--- config.mk ---
export PLATFORM = sky130hd
export DESIGN_NAME = nsdf_front
export DESIGN_NICKNAME = d
export VERILOG_FILES = /design/src/hw/rtl/nsdf_pkg.sv /design/src/hw/rtl/nsdf_front.sv
export SDC_FILE = /design/constraint.sdc
export NUM_CORES = 1
export LEC_CHECK = 0
export CORE_ASPECT_RATIO = 0.5
export CORE_UTILIZATION = 50
export CTS_CLUSTER_SIZE = 20
export DETAILED_ROUTE_END_ITERATION = 8
export DONT_BUFFER_PORTS = 1
export PLACE_DENSITY_LB_ADDON = 0.25
export SLEW_MARGIN = 20
export SYNTH_ARGS = -nofsm -noshare
export SYNTH_HDL_FRONTEND = slang
export SYNTH_SLANG_ARGS = --single-unit
export TNS_END_PERCENT = 1
--- constraint.sdc ---
create_clock -name clk_i -period 5.8 [get_ports clk_i]
set_input_delay 0.58 -clock clk_i [delete_from_list [all_inputs] [get_ports clk_i]]
set_output_delay 0.58 -clock clk_i [all_outputs]
set_load 0.05 [all_outputs]
--- src/hw/rtl/nsdf_pkg.sv ---
// ----------------------------------------------------------------------------
// nsdf_pkg
// Shared types and constants for the NSDF pitch-lag engine.
// ----------------------------------------------------------------------------
package nsdf_pkg;

  localparam int SampleW = 16;
  localparam int LagW    = 10;
  localparam int OutW    = 41;
  localparam int QuoW    = 17;

  localparam logic CMD_LOAD  = 1'b0;
  localparam logic CMD_QUERY = 1'b1;

  // one queued command
  typedef struct packed {
    logic                      command;
    logic signed [SampleW-1:0] sample;
    logic [LagW-1:0]           lag;
  } item_t;

  // back end status seen by the front end
  typedef struct packed {
    logic pop;
    logic clearing;
  } back_stat_t;

endpackage

--- src/hw/rtl/nsdf_front.sv ---
// ----------------------------------------------------------------------------
// nsdf_front
// Accepts commands and holds them in a two-entry queue for the back end.
// ----------------------------------------------------------------------------
module nsdf_front (
  input  logic                          clk_i,
  input  logic                          rst_ni,
  input  logic                          start_i,
  input  logic                          command_i,
  input  logic signed [nsdf_pkg::SampleW-1:0] sample_i,
  input  logic [nsdf_pkg::LagW-1:0]     lag_i,
  input  nsdf_pkg::back_stat_t          stat_i,
  output logic                          busy_o,
  output logic                          item_valid_o,
  output nsdf_pkg::item_t               item_o
);
  import nsdf_pkg::*;

  item_t       slot_q [2];
  logic        wr_q, rd_q;
  logic [1:0]  cnt_q;
  logic        push, pop;

  // transfer in when not full and not clearing
  assign busy_o       = (cnt_q == 2'd2) || stat_i.clearing;
  assign push         = start_i && !busy_o;
  assign pop          = stat_i.pop;
  assign item_valid_o = (cnt_q != 2'd0);
  assign item_o       = slot_q[rd_q];

  // queue storage
  always_ff @(posedge clk_i) begin
    if (push) begin
      slot_q[wr_q] <= '{command: command_i, sample: sample_i, lag: lag_i};
    end
  end

  // queue pointers
  always_ff @(posedge clk_i or negedge rst_ni) begin
    if (!rst_ni) begin
      wr_q  <= 1'b0;
      rd_q  <= 1'b0;
      cnt_q <= 2'd0;
    end else begin
      if (push) wr_q <= ~wr_q;
      if (pop)  rd_q <= ~rd_q;
      cnt_q <= cnt_q + {1'b0, push} - {1'b0, pop};
    end
  end

endmodule

-- After elaboration in Yosys (flattened, before gate mapping)
Memory sizes are Yosys's and may differ from the RTL's.
Cells that the tools add are included.
- RAM bits: 54
- ROM bits: 0
- latch bits: 0
- output and inout port bits: 29
- memories kept: 1
- register bits after elaboration: 4
- logic and storage cells: 15
- memory list (memory ; words ; width ; read ports ; clocked after Yosys merged registers in ; wr ports ; line ; RTL):
    slot_q ; 2 ; 27 ; 1 ; 0 ; 1 ; nsdf_front.sv:19 ; item_t slot_q [2];
- shift-type cells: 0
- div/mod/pow operators: 0
- add/subtract/negate cells: 2
- $mul: 0
- bitwise logic cells: 2
- $lt $le $gt $ge: 0
- multiplexer cells: 2
- reductions and logical operators: 4
- equal/unequal tests: 1
- operators with widths (operator ; count):
    2-bit by 1-bit adder with 2-bit output ; 1
    2-bit == test, second input constant ; 1
    1-bit 2-to-1 mux ; 2
    1-bit NOT ; 2
    2-bit nonzero test ; 1
    2-bit by 1-bit subtractor with 2-bit output ; 1
    1-bit logical AND ; 1
    1-bit zero test ; 1
    1-bit logical OR ; 1

-- Depth between registers and ports, before layout
- word-level depth: 6
- gate-level depth with buffers: 7
- mapped depth without buffers: 7

-- Worst setup path before layout
OpenSTA, ideal clock, no wires.
- kind: input to register
- start: input port stat_i[0] in the netlist's numbering
- end: memory slot_q[0][0] in the netlist's numbering (enable)
- arrival: 1976 ps
- library setup time: 411 ps
- data required time: 5389 ps
- buffers on the path: 0
- path slack: 3413 ps
- stages: 2
- cells stage by stage: nand3b_1 > nor2_1
- word-level cells in the longest chain between the ends: 5
- RTL lines (item ; line ; RTL):
    start, declared ; nsdf_front.sv:12 ; input nsdf_pkg::back_stat_t stat_i,
    1-bit logical OR ; nsdf_front.sv:25 ; assign busy_o = (cnt_q == 2'd2) || stat_i.clearing;
    1-bit zero test ; nsdf_front.sv:26 ; assign push = start_i && !busy_o;
    1-bit logical AND ; nsdf_front.sv:26 ;
    1-bit 2-to-1 mux ; nsdf_front.sv:33 ; if (push) begin
    1-bit 2-to-1 mux (implied by the code) ; nsdf_front.sv:34 ; slot_q[wr_q] <= '{command: command_i, sample: sample_i, lag: lag_i};
    end, declared ; nsdf_front.sv:19 ;
No other way between the ends.

==> flow_summary.yaml <==
run_status:
  status: "complete, no violations"
floorplanning:
  fp-row-count: 16
  dieArea_sq_um: 4788
  chipWidth_um: 96.86
  ioPinCount: 61
  initial_core_util_pct: 54.82
  core-area_sq_um: 4104
  die_h_um: 49.43
yosys:
  syn_nets: 136
  synthSimpleGateAreaFrac_pct: 1.502
  synth_adder_area_share_pct: 1.112
  synthTopCellsByArea: "edfxtp_1 72%, mux2_4 13%, dfrtp_1 4.4%"
  avgSynthCellArea_sq_um: 22.06
  yosys_warnings: 0
  yosysTopAreaCell: "edfxtp_1"
  ys_types: 14
  synth_mux_area_share_pct: 16.69
  synth_top_area_share_pct: 72.08
  synth_top_family_by_area: "multiplexers"
  synth-xor-area-share_pct: 1.557
  ys_ff_latch: 58
  syn-cell-area_sq_um: 2250
  seq_area_frac_synth_pct: 76.53
  synth-compound-area-share_pct: 0
  netlist_instances: 102
power_and_ir_drop:
  irDropWorstVdd_uv: 293.5
  p_leak_nw: 0.8919
  power_frac_seq_pct: 40.0
  power_density_nw_per_um2: 571.0
  power.net_switching_mw: 0.5518
  switching_share_pct: 38.84
  internal-power_mw: 0.8691
  comb_power_share_pct: 35.9
  pwr-share-clk_pct: 24.1
finish:
  nNetsFinal: 148
  seq_area_sq_um: 1722
  final_common_cell: "edfxtp_1"
  multi_input_area_sq_um: 474.2
  drive_above_1_share_pct: 40.34
  antennaDiodeCount: 0
  area_delta_synth_final_pct: 10.62
  final_cell_mix: "54 x edfxtp_1, 19 x mux2_4, 9 x clkbuf_8"
  nFillCells: 302
critical_path:
  endpoint_kind: "output pin"
  startpoint_type: "flop"
  arrival_ps: 2000
  r2r_start: "cnt_q[0]$_DFF_PN0_"
  required_ps: 5220
  crit_type: "flop to output pin"
  critical_path.max_fanout: 18
  cp-startpoint: "rd_q$_DFFE_PN0P_"
timing:
  maxSlewHeadroom_pct: 53.91
  fin_crit_sh_pct: 44.50
  hold_violations: 0
  maxSlewViolCount: 0
  setup_tns_ps: 0
  rsz0062_at_grt: "no"
  tightest_slew_ps: 690.5
  whs_ps: 338.3
  setup_viol: 0
  layout_setup_ws_ps: 3219
  skew_ps: 4.643
  period_minus_slack_ps: 2581
  fmax_ghz: 0.3874
min_path:
  hp-start: "stat_i[1]"
  hold_class: "input port to flop"
drt:
  via_per_inst: 5.168
  drt_iter0_markers: 33
  wire_per_inst_um: 19.51
  wirelength_um: 3376
  vias: 894
  detail_route.first_pass.iterations: 4
  ant_nets: 0
  drcViolationCount: 0
cts:
  post_cts_buffers: 0
  numCtsBuffers: 9
  cts.path.max_buffers: 2
  cts_tree: "yes"
  cts_root_buffer: "clkbuf_8"
  holdBufCountCts: 1
  clk_latency_ps: 320
  h-tree-depth: 3
  clkTransAtPathRegs_ps: 60
  cts_resized: 0
  clock-sinks: 58
job:
  max-cap-violations: 0
grt:
  overflow: 0
  grt_pass1_vias: 1068
  track_usage_pct: 16.00
  antenna_found_initial: 0
  grt_pass1_wl_um: 5313
  grt_max_degree: 19
placed_design:
  routabilityCongestion: 0.7311
  io_buffers: 0
  place_ws_ps: 3564
[synthesized netlist by cell type, drive strengths merged]
library cell and count:
ha 2, dfrtp 4, nor2 2, nand2b 2, or2 1, inv 2
mux2 27, nand3b 1, buf 3, edfxtp 54, xnor2 3, xor2 1
[power by group through the flow]
| stage | logic, mW | clock network (mW) | registers (mW) |
|---|---|---|---|
| finish | 0.511 | 0.342 | 0.568 |
| global route | 0.532 | 0.372 | 0.576 |
| CTS | 0.518 | 0.353 | 0.570 |
| detailed placement | 0.516 | 0 | 0.578 |
| global placement | 0.505 | 0 | 0.570 |
| floorplan | 0.523 | 0 | 0.551 |
[critical path: stages (launching register included)]
cell	delay, ps
dfrtp_1	750
buf_4	410
mux2_2	510
[layer usage]
layer / vias to the layer above / track usage (%) / routed length (um)
met3: 2 / 10.89 / 325
met4: 0 / 4.478 / 2
met2: 42 / 28.99 / 1914
met5: - / 0 / 0
met1: 434 / 14.63 / 1134
li1: 416 / - / -
[metrics by stage]
stage / cell area, sq um / cells / power [mW] / util (%)
after floorplan: 2250 / 102 / 1.074 / -
after global placement: 2293 / 156 / 1.075 / 55.88
after detailed placement: 2293 / 156 / 1.094 / 55.88
after CTS: 2489 / 173 / 1.441 / 60.64
after global routing: 2489 / 173 / 1.481 / 60.64
final: 2489 / 173 / 1.421 / 60.64
[cell families (layout without fill, tap and decap cells)]
group                    after synthesis  after routing
AND/OR/NAND/NOR                        6              6
adder cells (fa/ha/maj)                2              2
buffers and inverters                  5             22
flip-flops                            58             58
multiplexers                          27             27
XOR/XNOR                               4              4
[final timing paths]
| kind | cells after the start | slack (ps) | end |
|---|---|---|---|
| min reg2reg | 1 | 530 | wr_q$_DFFE_PN0P_ |
| min | 1 | 340 | rd_q$_DFFE_PN0P_ |
| max | 2 | 3220 | item_o[3] |
| max in group asynchronous | 1 | 5120 | cnt_q[0]$_DFF_PN0_ |
| max reg2reg | 4 | 3830 | slot_q[0][14]$_DFFE_PP_ |
| min in group asynchronous | 1 | 520 | rd_q$_DFFE_PN0P_ |
[cell type report]
type / count / area share (%)
clock buffers: 10 / 5.128
repair buffers: 4 / 1.307
clock inverters: 6 / 2.313
multi-input cells: 39 / 19.05
flip-flops and latches: 58 / 69.18
inverters: 2 / 0.3017
well taps: 54 / 2.715
[state kept, by name, summed over array words and instances, names as in the netlist]
name	count
slot_q	54
rd_q	1
cnt_q	2
wr_q	1
No activity file was read; power rests on OpenSTA's default activity.
